## config.mk

```make
export PLATFORM = sky130hd
export DESIGN_NAME = bounded_uniform_random_draw_core
export DESIGN_NICKNAME = d
export VERILOG_FILES = /design/src/hw/rtl/brd_pkg.sv /design/src/hw/rtl/bounded_uniform_random_draw_core.sv
export SDC_FILE = /design/constraint.sdc
export NUM_CORES = 2
export LEC_CHECK = 0
export ABC_AREA = 1
export ABC_CLOCK_PERIOD_IN_PS = 21000
export BUFFER_PORTS_ARGS = -buffer_cell sky130_fd_sc_hd__buf_2
export CAP_MARGIN = 20
export CORE_ASPECT_RATIO = 0.6
export CORE_UTILIZATION = 35
export DETAILED_ROUTE_END_ITERATION = 8
export SETUP_SLACK_MARGIN = 0.4
export SLEW_MARGIN = 20
export SYNTH_ARGS = -nofsm -noshare
export SYNTH_HDL_FRONTEND = slang
export SYNTH_SLANG_ARGS = --single-unit
```

## constraint.sdc

```tcl
create_clock -name clk -period 21 [get_ports clk]
set_clock_uncertainty 0.2 [all_clocks]
set_input_delay 1.05 -clock clk [delete_from_list [all_inputs] [get_ports clk]]
set_output_delay 1.05 -clock clk [all_outputs]
set_load 0.02 [all_outputs]
```

## src/hw/rtl/brd_pkg.sv

```systemverilog
// ----------------------------------------------------------------------------
// Bounded draw package
// Shared widths, generator constants, sequencer states and the rotate helper
// for the bounded uniform draw core.
// ----------------------------------------------------------------------------
`default_nettype none

package brd_pkg;

  // Widths of the generator word and of the draw bound.
  localparam int WORD_W  = 64;
  localparam int BOUND_W = 31;
  localparam int HALF_W  = WORD_W / 2;
  localparam int CNT_W   = $clog2(WORD_W);

  // Seed expansion constants.
  localparam logic [WORD_W-1:0] GOLDEN_STEP = 64'h9e3779b97f4a7c15;
  localparam logic [WORD_W-1:0] MIX_MUL_A   = 64'hbf58476d1ce4e5b9;
  localparam logic [WORD_W-1:0] MIX_MUL_B   = 64'h94d049bb133111eb;
  localparam int MIX_SH_1 = 30;
  localparam int MIX_SH_2 = 27;
  localparam int MIX_SH_3 = 31;

  // Generator step constants.
  localparam int ROT_SUM  = 23;
  localparam int SHL_W1   = 17;
  localparam int ROT_W3   = 45;

  // Sequencer states.
  typedef enum logic [3:0] {
    ST_IDLE,
    ST_SEED_ADD,
    ST_SEED_MUL,
    ST_SEED_MIX,
    ST_THRESH_DIV,
    ST_GEN_SUM,
    ST_GEN_UPD,
    ST_GEN_CHK,
    ST_DRAW_DIV,
    ST_DONE
  } state_t;

  // Rotate a generator word left by a constant amount.
  function automatic logic [WORD_W-1:0] rotl(input logic [WORD_W-1:0] v,
                                            input int unsigned amt);
    return (v << amt) | (v >> (WORD_W - amt));
  endfunction

endpackage

`default_nettype wire

```

## src/hw/rtl/bounded_uniform_random_draw_core.sv

```systemverilog
// A draw runs the threshold division, then generator steps (sum, update, check;
// one more step per rejected output), then the final remainder division, and
// then loads the result register; the next item is taken once the core is idle.
// A zero bound goes straight to completion; a reseed holds in_stall until all four state words are written.
// One item is in work at a time; a stalled result holds the core in completion.
// After reset the block expands seed zero and holds in_stall meanwhile.
// ----------------------------------------------------------------------------
// Bounded uniform random draw core
// 256-bit xoshiro256++ generator seeded by SplitMix64, with an unbiased
// bounded draw built from a radix-2 divider; seeding uses one shared 32x32 multiplier.
// ----------------------------------------------------------------------------
`default_nettype none

module bounded_uniform_random_draw_core (
  input  wire logic                        clk,
  input  wire logic                        rst_n,
  input  wire logic                        in_valid,
  output      logic                        in_stall,
  input  wire logic                        in_op,
  input  wire logic [brd_pkg::WORD_W-1:0]  in_seed,
  input  wire logic [brd_pkg::BOUND_W-1:0] in_bound,
  output      logic                        out_valid,
  input  wire logic                        out_stall,
  output      logic [brd_pkg::BOUND_W-1:0] out_value
);

  localparam int W  = brd_pkg::WORD_W;
  localparam int BW = brd_pkg::BOUND_W;
  localparam int HW = brd_pkg::HALF_W;
  localparam int CW = brd_pkg::CNT_W;

  brd_pkg::state_t state_r, state_nxt;

  logic [1:0]    idx_r, idx_nxt;
  logic [W-1:0]  ctr_r, ctr_nxt;
  logic [W-1:0]  mulx_r, mulx_nxt;
  logic [W-1:0]  acc_r, acc_nxt;
  logic          sel_r, sel_nxt;
  logic [1:0]    phase_r, phase_nxt;
  logic [W-1:0]  s_r [4];
  logic [W-1:0]  s_nxt [4];
  logic [W-1:0]  sum_r, sum_nxt;
  logic [W-1:0]  draw_r, draw_nxt;
  logic [W-1:0]  div_r, div_nxt;
  logic [BW-1:0] rem_r, rem_nxt;
  logic [CW-1:0] cnt_r, cnt_nxt;
  logic [BW-1:0] bound_r, bound_nxt;
  logic [BW-1:0] thresh_r, thresh_nxt;
  logic          out_valid_r, out_valid_nxt;
  logic [BW-1:0] out_value_r, out_value_nxt;

  logic          in_fire;
  logic [W-1:0]  mul_k;
  logic [HW-1:0] mul_a, mul_b;
  logic [W-1:0]  mul_p;
  logic [BW:0]   div_try;
  logic [BW-1:0] rem_step;
  logic [W-1:0]  gen_res;
  logic [W-1:0]  gen_shl;
  logic [W-1:0]  n0, n1, n2, n3;
  logic [W-1:0]  ctr_add;
  logic [W-1:0]  mix_z;

  assign in_stall  = (state_r != brd_pkg::ST_IDLE);
  assign in_fire   = in_valid && !in_stall;
  assign out_valid = out_valid_r;
  assign out_value = out_value_r;

  // Shared multiplier: three 32x32 partial products give the low product word.
  always_comb begin
    mul_k = sel_r ? brd_pkg::MIX_MUL_B : brd_pkg::MIX_MUL_A;
    case (phase_r)
      2'd0: begin
        mul_a = mulx_r[HW-1:0];
        mul_b = mul_k[HW-1:0];
      end
      2'd1: begin
        mul_a = mulx_r[W-1:HW];
        mul_b = mul_k[HW-1:0];
      end
      default: begin
        mul_a = mulx_r[HW-1:0];
        mul_b = mul_k[W-1:HW];
      end
    endcase
    mul_p = W'(mul_a) * W'(mul_b);
  end

  // Radix-2 restoring remainder step, shared by both divisions.
  always_comb begin
    div_try  = {rem_r, div_r[W-1]};
    rem_step = (div_try >= {1'b0, bound_r}) ? BW'(div_try - {1'b0, bound_r})
                                            : div_try[BW-1:0];
  end

  // One xoshiro256++ step from the stored words and the registered sum.
  always_comb begin
    gen_res = brd_pkg::rotl(sum_r, brd_pkg::ROT_SUM) + s_r[0];
    gen_shl = s_r[1] << brd_pkg::SHL_W1;
    n2      = s_r[2] ^ s_r[0];
    n3      = s_r[3] ^ s_r[1];
    n1      = s_r[1] ^ n2;
    n0      = s_r[0] ^ n3;
  end

  assign ctr_add = ctr_r + brd_pkg::GOLDEN_STEP;
  assign mix_z   = sel_r ? (acc_r ^ (acc_r >> brd_pkg::MIX_SH_3))
                         : (acc_r ^ (acc_r >> brd_pkg::MIX_SH_2));

  // Sequencer: next state and datapath updates.
  always_comb begin
    state_nxt     = state_r;
    idx_nxt       = idx_r;
    ctr_nxt       = ctr_r;
    mulx_nxt      = mulx_r;
    acc_nxt       = acc_r;
    sel_nxt       = sel_r;
    phase_nxt     = phase_r;
    for (int i = 0; i < 4; i++) begin
      s_nxt[i] = s_r[i];
    end
    sum_nxt       = sum_r;
    draw_nxt      = draw_r;
    div_nxt       = div_r;
    rem_nxt       = rem_r;
    cnt_nxt       = cnt_r;
    bound_nxt     = bound_r;
    thresh_nxt    = thresh_r;
    out_valid_nxt = out_valid_r && out_stall;
    out_value_nxt = out_value_r;

    case (state_r)
      brd_pkg::ST_IDLE: begin
        if (in_fire) begin
          if (!in_op) begin
            ctr_nxt   = in_seed;
            idx_nxt   = 2'd0;
            state_nxt = brd_pkg::ST_SEED_ADD;
          end else if (in_bound == '0) begin
            bound_nxt = in_bound;
            rem_nxt   = '0;
            state_nxt = brd_pkg::ST_DONE;
          end else begin
            bound_nxt = in_bound;
            div_nxt   = {W{1'b0}} - {{(W-BW){1'b0}}, in_bound};
            rem_nxt   = '0;
            cnt_nxt   = '0;
            state_nxt = brd_pkg::ST_THRESH_DIV;
          end
        end
      end

      // Advance the seed counter and apply the first xor-shift.
      brd_pkg::ST_SEED_ADD: begin
        ctr_nxt   = ctr_add;
        mulx_nxt  = ctr_add ^ (ctr_add >> brd_pkg::MIX_SH_1);
        sel_nxt   = 1'b0;
        phase_nxt = 2'd0;
        state_nxt = brd_pkg::ST_SEED_MUL;
      end

      // Accumulate the three partial products into the low product word.
      brd_pkg::ST_SEED_MUL: begin
        if (phase_r == 2'd0) begin
          acc_nxt = mul_p;
        end else begin
          acc_nxt = {acc_r[W-1:HW] + mul_p[HW-1:0], acc_r[HW-1:0]};
        end
        if (phase_r == 2'd2) begin
          phase_nxt = 2'd0;
          state_nxt = brd_pkg::ST_SEED_MIX;
        end else begin
          phase_nxt = phase_r + 2'd1;
        end
      end

      // Xor-shift after each multiply; the second one yields a state word.
      brd_pkg::ST_SEED_MIX: begin
        if (!sel_r) begin
          mulx_nxt  = mix_z;
          sel_nxt   = 1'b1;
          state_nxt = brd_pkg::ST_SEED_MUL;
        end else begin
          s_nxt[idx_r] = mix_z;
          idx_nxt      = idx_r + 2'd1;
          state_nxt    = (idx_r == 2'd3) ? brd_pkg::ST_IDLE : brd_pkg::ST_SEED_ADD;
        end
      end

      // Threshold is the remainder of 2^64 minus the bound.
      brd_pkg::ST_THRESH_DIV: begin
        rem_nxt = rem_step;
        div_nxt = div_r << 1;
        cnt_nxt = cnt_r + CW'(1);
        if (cnt_r == CW'(W-1)) begin
          thresh_nxt = rem_step;
          state_nxt  = brd_pkg::ST_GEN_SUM;
        end
      end

      brd_pkg::ST_GEN_SUM: begin
        sum_nxt   = s_r[0] + s_r[3];
        state_nxt = brd_pkg::ST_GEN_UPD;
      end

      brd_pkg::ST_GEN_UPD: begin
        draw_nxt  = gen_res;
        s_nxt[0]  = n0;
        s_nxt[1]  = n1;
        s_nxt[2]  = n2 ^ gen_shl;
        s_nxt[3]  = brd_pkg::rotl(n3, brd_pkg::ROT_W3);
        state_nxt = brd_pkg::ST_GEN_CHK;
      end

      // Reject outputs below the threshold, else reduce modulo the bound.
      brd_pkg::ST_GEN_CHK: begin
        if (draw_r < {{(W-BW){1'b0}}, thresh_r}) begin
          state_nxt = brd_pkg::ST_GEN_SUM;
        end else begin
          div_nxt   = draw_r;
          rem_nxt   = '0;
          cnt_nxt   = '0;
          state_nxt = brd_pkg::ST_DRAW_DIV;
        end
      end

      brd_pkg::ST_DRAW_DIV: begin
        rem_nxt = rem_step;
        div_nxt = div_r << 1;
        cnt_nxt = cnt_r + CW'(1);
        if (cnt_r == CW'(W-1)) begin
          state_nxt = brd_pkg::ST_DONE;
        end
      end

      // Hand the result to the output register once it is free.
      brd_pkg::ST_DONE: begin
        if (!out_valid_r || !out_stall) begin
          out_valid_nxt = 1'b1;
          out_value_nxt = rem_r;
          state_nxt     = brd_pkg::ST_IDLE;
        end
      end

      default: begin
        state_nxt = brd_pkg::ST_IDLE;
      end
    endcase
  end

  // Control registers; reset starts the expansion of seed zero.
  always_ff @(posedge clk) begin
    if (!rst_n) begin
      state_r     <= brd_pkg::ST_SEED_ADD;
      idx_r       <= 2'd0;
      ctr_r       <= '0;
      sel_r       <= 1'b0;
      phase_r     <= 2'd0;
      cnt_r       <= '0;
      out_valid_r <= 1'b0;
    end else begin
      state_r     <= state_nxt;
      idx_r       <= idx_nxt;
      ctr_r       <= ctr_nxt;
      sel_r       <= sel_nxt;
      phase_r     <= phase_nxt;
      cnt_r       <= cnt_nxt;
      out_valid_r <= out_valid_nxt;
    end
  end

  // Datapath registers.
  always_ff @(posedge clk) begin
    mulx_r      <= mulx_nxt;
    acc_r       <= acc_nxt;
    for (int i = 0; i < 4; i++) begin
      s_r[i] <= s_nxt[i];
    end
    sum_r       <= sum_nxt;
    draw_r      <= draw_nxt;
    div_r       <= div_nxt;
    rem_r       <= rem_nxt;
    bound_r     <= bound_nxt;
    thresh_r    <= thresh_nxt;
    out_value_r <= out_value_nxt;
  end

`ifndef SYNTHESIS
  // A new result beat only ever comes from the completion state.
  a_out_from_done: assert property (@(posedge clk) disable iff (!rst_n)
    $rose(out_valid_r) |-> $past(state_r == brd_pkg::ST_DONE))
    else $error("result beat raised outside completion");

  // A finished draw always lies below its bound, or is zero for a zero bound.
  a_rem_in_range: assert property (@(posedge clk) disable iff (!rst_n)
    (state_r == brd_pkg::ST_DONE) |-> ((rem_r < bound_r) || (rem_r == '0)))
    else $error("draw result out of range");

  // The bit counter is back at zero whenever the block waits for an item.
  a_cnt_idle: assert property (@(posedge clk) disable iff (!rst_n)
    (state_r == brd_pkg::ST_IDLE) |-> (cnt_r == '0))
    else $error("divider counter not cleared when idle");
`endif

endmodule

`default_nettype wire
```

Word level (Yosys, flattened, before mapping)
Memory sizes are Yosys's and may differ from the RTL's.
Cells that the tools add are included.
{"block": "op_classes", "n_addsub": 9, "n_mul": 1, "n_lt_le_gt_ge": 4, "eq_ne": 24, "muxes": 50, "bitwise": 11, "n_reduce_logical": 28}
{"op": "2-to-1 mux 64 bit", "n": 10}
{"op": "case mux 256 bit (2 select lines)", "n": 1}
{"op": "XOR 64 bit", "n": 5}
{"op": "bitwise mux 256 bit", "n": 1}
{"op": "2-to-1 mux 256 bit", "n": 1}
{"op": "case mux 64 bit (2 select lines)", "n": 2}
{"op": "case mux 64 bit (3 select lines)", "n": 1}
{"op": "adder 64 bit", "n": 2}
{"op": "demux 64 bit (select 2 bit)", "n": 1}
{"op": "2-to-1 mux 31 bit", "n": 4}
{"op": "case mux 31 bit (3 select lines)", "n": 1}
{"op": "adder 64 bit, second input constant", "n": 1}
{"op": "less-than comparator 64 x 31 -> 1 bit", "n": 1}
{"op": "multiplier 32 x 32 -> 64 bit", "n": 1}
{"op": "2-to-1 mux 32 bit", "n": 2}
{"op": "OR 64 x 23 -> 64 bit", "n": 1}
{"op": "OR 64 x 45 -> 64 bit", "n": 1}
{"op": "XOR 64 x 33 -> 64 bit", "n": 1}
{"op": "XOR 64 x 34 -> 64 bit", "n": 1}
{"op": "XOR 64 x 37 -> 64 bit", "n": 1}
{"op": "2-to-1 mux 62 bit", "n": 1}
{"op": "case mux 4 bit (10 select lines)", "n": 1}
{"op": "adder 32 bit", "n": 1}
{"op": "greater-or-equal comparator 32 x 31 -> 1 bit", "n": 1}
{"op": "36 further kinds", "n": 84}
{"block": "totals", "register_bits": 524, "ramBits": 256, "inputBits": 100, "wordCells": 145, "memories": 1}
{"memory": "s_r", "depth": 4, "word_bits": 64, "read_ports": 4, "rd_ports_with_merged_regs": 0, "write_ports": 4, "line": "bounded_uniform_random_draw_core.sv:40", "source": "logic [W-1:0] s_r [4];"}

Longest topological paths before layout
{"block": "logic_depth", "ltp_word": 8, "ltp_mapped": 48, "ltp_nobuf": 46}

Worst setup path after synthesis
Ideal clock, no wire load.
{"block": "synth_path", "kind": "register to register", "from": "reg sel_r", "to": "reg acc_r[63] (data pin)", "arrival_time_ps": 8739, "required_time_ps": 20546, "slack_ps": 11807, "stages_incl_launch_ff": 43, "path_buffers": 4, "period_less_slack_ps": 9193, "cell_sequence": "dfxtp_1 inv_1 clkbuf_1 clkbuf_1 ha_1 clkbuf_1 clkbuf_1 nor2_1 fa_1 fa_1 fa_1 inv_1 fa_1 inv_1 fa_1 inv_1 fa_1 inv_1 (+7 left out) inv_1 nor2_1 inv_1 o21ai_0 xor2_1 ha_1 nand2_1 nor2_1 inv_1 nor2_1 and3_1 nand2_1 nand2_1 nand2_1 nand2_1 nand3_1 nand3_1 nand2_1"}
{"block": "synth_via", "elab_chain_len": 5}
{"item": "start: declaration", "line": "bounded_uniform_random_draw_core.sv:38", "source": "logic sel_r, sel_nxt;"}
{"item": "start signal: assignment", "line": "bounded_uniform_random_draw_core.sv:265", "source": "sel_r <= sel_nxt;"}
{"item": "2-to-1 mux 62 bit", "line": "bounded_uniform_random_draw_core.sv:71", "source": "mul_k = sel_r ? brd_pkg::MIX_MUL_B : brd_pkg::MIX_MUL_A;"}
{"item": "2-to-1 mux 32 bit", "line": "bounded_uniform_random_draw_core.sv:72", "source": "case (phase_r)"}
{"item": "multiplier 32 x 32 -> 64 bit", "line": "bounded_uniform_random_draw_core.sv:86", "source": "mul_p = W'(mul_a) * W'(mul_b);"}
{"item": "named net mul_p[20]", "line": "bounded_uniform_random_draw_core.sv:55", "source": "logic [W-1:0] mul_p;"}
{"item": "adder 32 bit", "line": "bounded_uniform_random_draw_core.sv:167", "source": "acc_nxt = {acc_r[W-1:HW] + mul_p[HW-1:0], acc_r[HW-1:0]};"}
{"item": "2-to-1 mux 64 bit", "line": "bounded_uniform_random_draw_core.sv:164", "source": "if (phase_r == 2'd0) begin"}
{"item": "end signal: assignment", "line": "bounded_uniform_random_draw_core.sv:275", "source": "acc_r <= acc_nxt;"}
{"item": "end: declaration", "line": "bounded_uniform_random_draw_core.sv:37", "source": "logic [W-1:0] acc_r, acc_nxt;"}
The timed path passes the listed nets, and every way through them passes these cells.
A chain may end at the register's enable or synchronous reset.

Worst setup path after layout
{"block": "layout_path", "from": "reg phase_r[1]", "to": "reg acc_r[57] (data pin)"}
{"block": "layout_via", "elab_chain_len": 6, "word_cells_on_any_way": 8, "classes_between": "add/sub: 1; mul: 1; eq/ne: 1; mux: 3; reduce/logical: 2"}
{"item": "start: declaration", "line": "bounded_uniform_random_draw_core.sv:39", "source": "logic [1:0] phase_r, phase_nxt;"}
{"item": "start signal: assignment", "line": "bounded_uniform_random_draw_core.sv:266", "source": "phase_r <= phase_nxt;"}
{"item": "equality test 2 x 1 -> 1 bit or logical NOT 2 bit (tied branches)", "line": "bounded_uniform_random_draw_core.sv:72"}
{"item": "OR reduction 2 bit (no source line)"}
{"item": "2-to-1 mux 32 bit", "line": "bounded_uniform_random_draw_core.sv:72"}
{"item": "multiplier 32 x 32 -> 64 bit (*)", "line": "bounded_uniform_random_draw_core.sv:86"}
{"item": "named net mul_p[24]", "line": "bounded_uniform_random_draw_core.sv:55"}
{"item": "adder 32 bit (*)", "line": "bounded_uniform_random_draw_core.sv:167"}
{"item": "2-to-1 mux 64 bit (*)", "line": "bounded_uniform_random_draw_core.sv:164"}
Mark *: on every way through the listed nets, which the timed path passes. The rest lies on a longest branch.

==> flow_summary_export.csv <==
group,metric,value,unit
cts,cts.sink_count,780,
critical_path,cp_slowest_cell,"nor2_1",
sta,slew_violations,0,
sta,timing.final.ws_setup,8.44,ns
cts,numCtsBuffers,81,
floorplan,die_h,379,um
global_routing,grt_usage,33.2,%
floorplan,die-area,239000,sq um
synthesis,yosys.area.top_type,"edfxtp_1",
synthesis,synth-main-ff-cell,"edfxtp_1",
floorplan,core,234000,sq um
route,drt_iter0_drc,11574,
global_routing,overflow,0,
status,status,"completed",
synthesis,synth_area_leaders,"edfxtp_1 25%, fa_1 20%, inv_1 8.9%",
hold_path,min_path_type,"register to register",
cts,clock_latency,0.71,ns
synthesis,syn_nets,11631,
layout,final_net_count,11714,
floorplan,initial_core_util,35.4,%
global_routing,grt_pass1_vias,69340,
cts,clkSlewWorstSetupHoldPaths,0.08,ns
floorplan,die_w,630,um
sta,relSlewSlack,12.1,%
synthesis,synth_edf_count,700,
sta,worstMarginPinSlew,1.31,ns
sta,worst_hold_slack,0.283,ns
synthesis,syn_inst,10143,
placed_design,place.gp.congestion,1.10,
synthesis,yosysTopAreaCellShare,25.3,%
route,viasPerCell,5.61,
route,antenna_left,0,
layout,drive_gt1_share,5.43,%
cts,cts_max_level,3,
synthesis,ys_seq_area_share,27.3,%
synthesis,synthArstFlopShare,0,%
synthesis,ys_ff_latch,780,
cts,cts_root_buf,"clkbuf_16",
placed_design,pre_cts_ws,8.98,ns
critical_path,slowest_delay,0.90,ns
route,drc,0,
critical_path,reg2reg_depth,36,
sta,grt_setup_unrepaired,"false",
floorplan,ios,133,
floorplan,rows,137,
synthesis,syn_area,82900,sq um
critical_path,reg2reg_slack,8.44,ns
placed_design,place_hpwl,344,mm
critical_path,crit_fanout,22,
critical_path,cp-startpoint,"phase_r[1]",
route,route.detailed.wl_per_inst,30.0,um
layout,final_cell_area,90100,sq um
sta,setup_tns,0,ns
global_routing,grt_pass1_wl,553,mm
sta,fin_crit_sh,59.8,%
cts,hold_buffers,0,
cts,ctsLongestPathBuffers,3,
critical_path,endpoint,"acc_r[57]",
job,drv_cap,0,
sta,setup_viol,0,
critical_path,endpoint_kind,"register",
sta,maxClockFrequency,79.6,MHz
route,vias,75320,
global_routing,grt_max_degree,102,
critical_path,path_class,"register to register",
critical_path,rr_startpoint,"phase_r[1]",
route,drt-pass1-iter-count,7,
sta,min_period,12.56,ns
critical_path,critPathLaunchType,"register",
route,drt-total-wl,403,mm
cts,postCtsSetupBuffers,0,
cts,cts_tree,"yes",
placed_design,placed_area,87400,sq um
layout,synthToLayoutAreaGrowth,8.60,%
global_routing,antenna_found_initial,47,
critical_path,cp.arrival,12.80,ns
synthesis,synth_cell_types,66,
sta,finalHoldViolations,0,
synthesis,yosysWarnings,0,
placed_design,port_buffers,132,
critical_path,r2r-end,"acc_r[57]",
cts,post_cts_resized,0,
critical_path,critPathRequiredTime,21.24,ns
synthesis,avgSynthCellArea,8.18,sq um
[layout make-up]
cell class	instances	area (sq um)
Fill cell	24193	144000
Multi-Input combinational cell	7131	52000
Sequential cell	780	22600
Inverter	2004	7530
Tap cell	3127	3910
Clock buffer	100	2110
Timing Repair Buffer	228	1390
Clock inverter	47	480
Antenna cell	19	47.5
[routing by layer]
metal  track usage, %  wire (um)  vias up
met1             53.7     196000    37387
met5             1.43        618        -
met4             4.79       6230       30
met2             37.0     131000     4973
met3             16.8      69500      363
li1                 -          -    32567
[critical path: cells and delay by family (launching register included)]
| kind | cells | cell delay, ns |
|---|---|---|
| AND/OR/NAND/NOR | 11 | 2.97 |
| flip-flops | 1 | 0.50 |
| AO/OA/AOI/OAI | 4 | 1.78 |
| XOR/XNOR | 1 | 0.33 |
| adder cells (fa/ha/maj) | 10 | 4.88 |
| buffers and inverters | 10 | 1.57 |
[registers in the layout, summed over array words and instances, names as in the netlist]
signal	flops
thresh_r	31
ctr_r	64
rem_r	31
s_r	256
sel_r	1
acc_r	64
state_r	4
draw_r	64
phase_r	2
div_r	64
bound_r	31
out_value	31
mulx_r	64
cnt_r	6
out_valid	1
sum_r	64
idx_r	2
[synth_stat cells (31+ instances only)]
cell,n
a21o_1,37
a21oi_1,494
a31oi_1,32
buf_2,70
clkbuf_1,121
dfxtp_1,80
edfxtp_1,700
fa_1,828
ha_1,560
inv_1,1967
inv_2,31
nand2_1,1708
nand3_1,454
nand3b_1,33
nand4_1,69
nor2_1,1288
nor3_1,77
o21ai_0,535
o21ai_1,35
o21bai_1,36
o22ai_1,195
or2_2,44
xnor2_1,221
xor2_1,213
[how the worst min path moves through the flow]
stage                               end  slack, ns  depth (start not counted)       from
final                     out_value[21]       0.28                          0  rem_r[21]
after global placement        ctr_r[63]       0.27                          2  ctr_r[63]
after detailed placement  out_value[19]       0.28                          0  rem_r[19]
after CTS                 out_value[21]       0.29                          0  rem_r[21]
after floorplan           out_value[30]       0.24                          0  rem_r[30]
after global routing       out_value[4]       0.31                          0   rem_r[4]
[cell families (layout without fill, tap and decap cells)]
kind of cell / after synthesis / in the layout / share of synthesized area, %
AO/OA/AOI/OAI: 1520 / 1520 / 10.3
adder cells (fa/ha/maj): 1388 / 1388 / 28.4
AND/OR/NAND/NOR: 3786 / 3786 / 19.0
other: 0 / 19 / 0
XOR/XNOR: 436 / 436 / 4.62
flip-flops: 780 / 780 / 27.3
multiplexers: 1 / 1 / 0.0166
buffers and inverters: 2232 / 2379 / 10.3
[cells in the final DEF (no fill, tap or decap), types with 69 or more instances in the layout]
master | synthesis | layout
inv_1 | 1967 | 1963
nand3_1 | 454 | 454
nor2_1 | 1288 | 1282
xor2_1 | 213 | 210
clkbuf_16 | 0 | 81
o21ai_0 | 535 | 523
dfxtp_1 | 80 | 79
fa_1 | 828 | 828
edfxtp_1 | 700 | 700
a21oi_1 | 494 | 493
buf_2 | 70 | 132
o22ai_1 | 195 | 195
nor3_1 | 77 | 75
xnor2_1 | 221 | 216
nand4_1 | 69 | 69
ha_1 | 560 | 559
buf_4 | 10 | 95
nand2_1 | 1708 | 1706
[stage by stage]
stage / std cells / utilization, %
after floorplan: 10143 / -
after global placement: 13268 / 37.3
after detailed placement: 13270 / 37.4
after CTS: 13417 / 38.5
after global routing: 13421 / 38.5
final: 13436 / 38.5
Power is not shown: default switching activity piles up to over one toggle a cycle in this logic, so the estimate is an artifact.
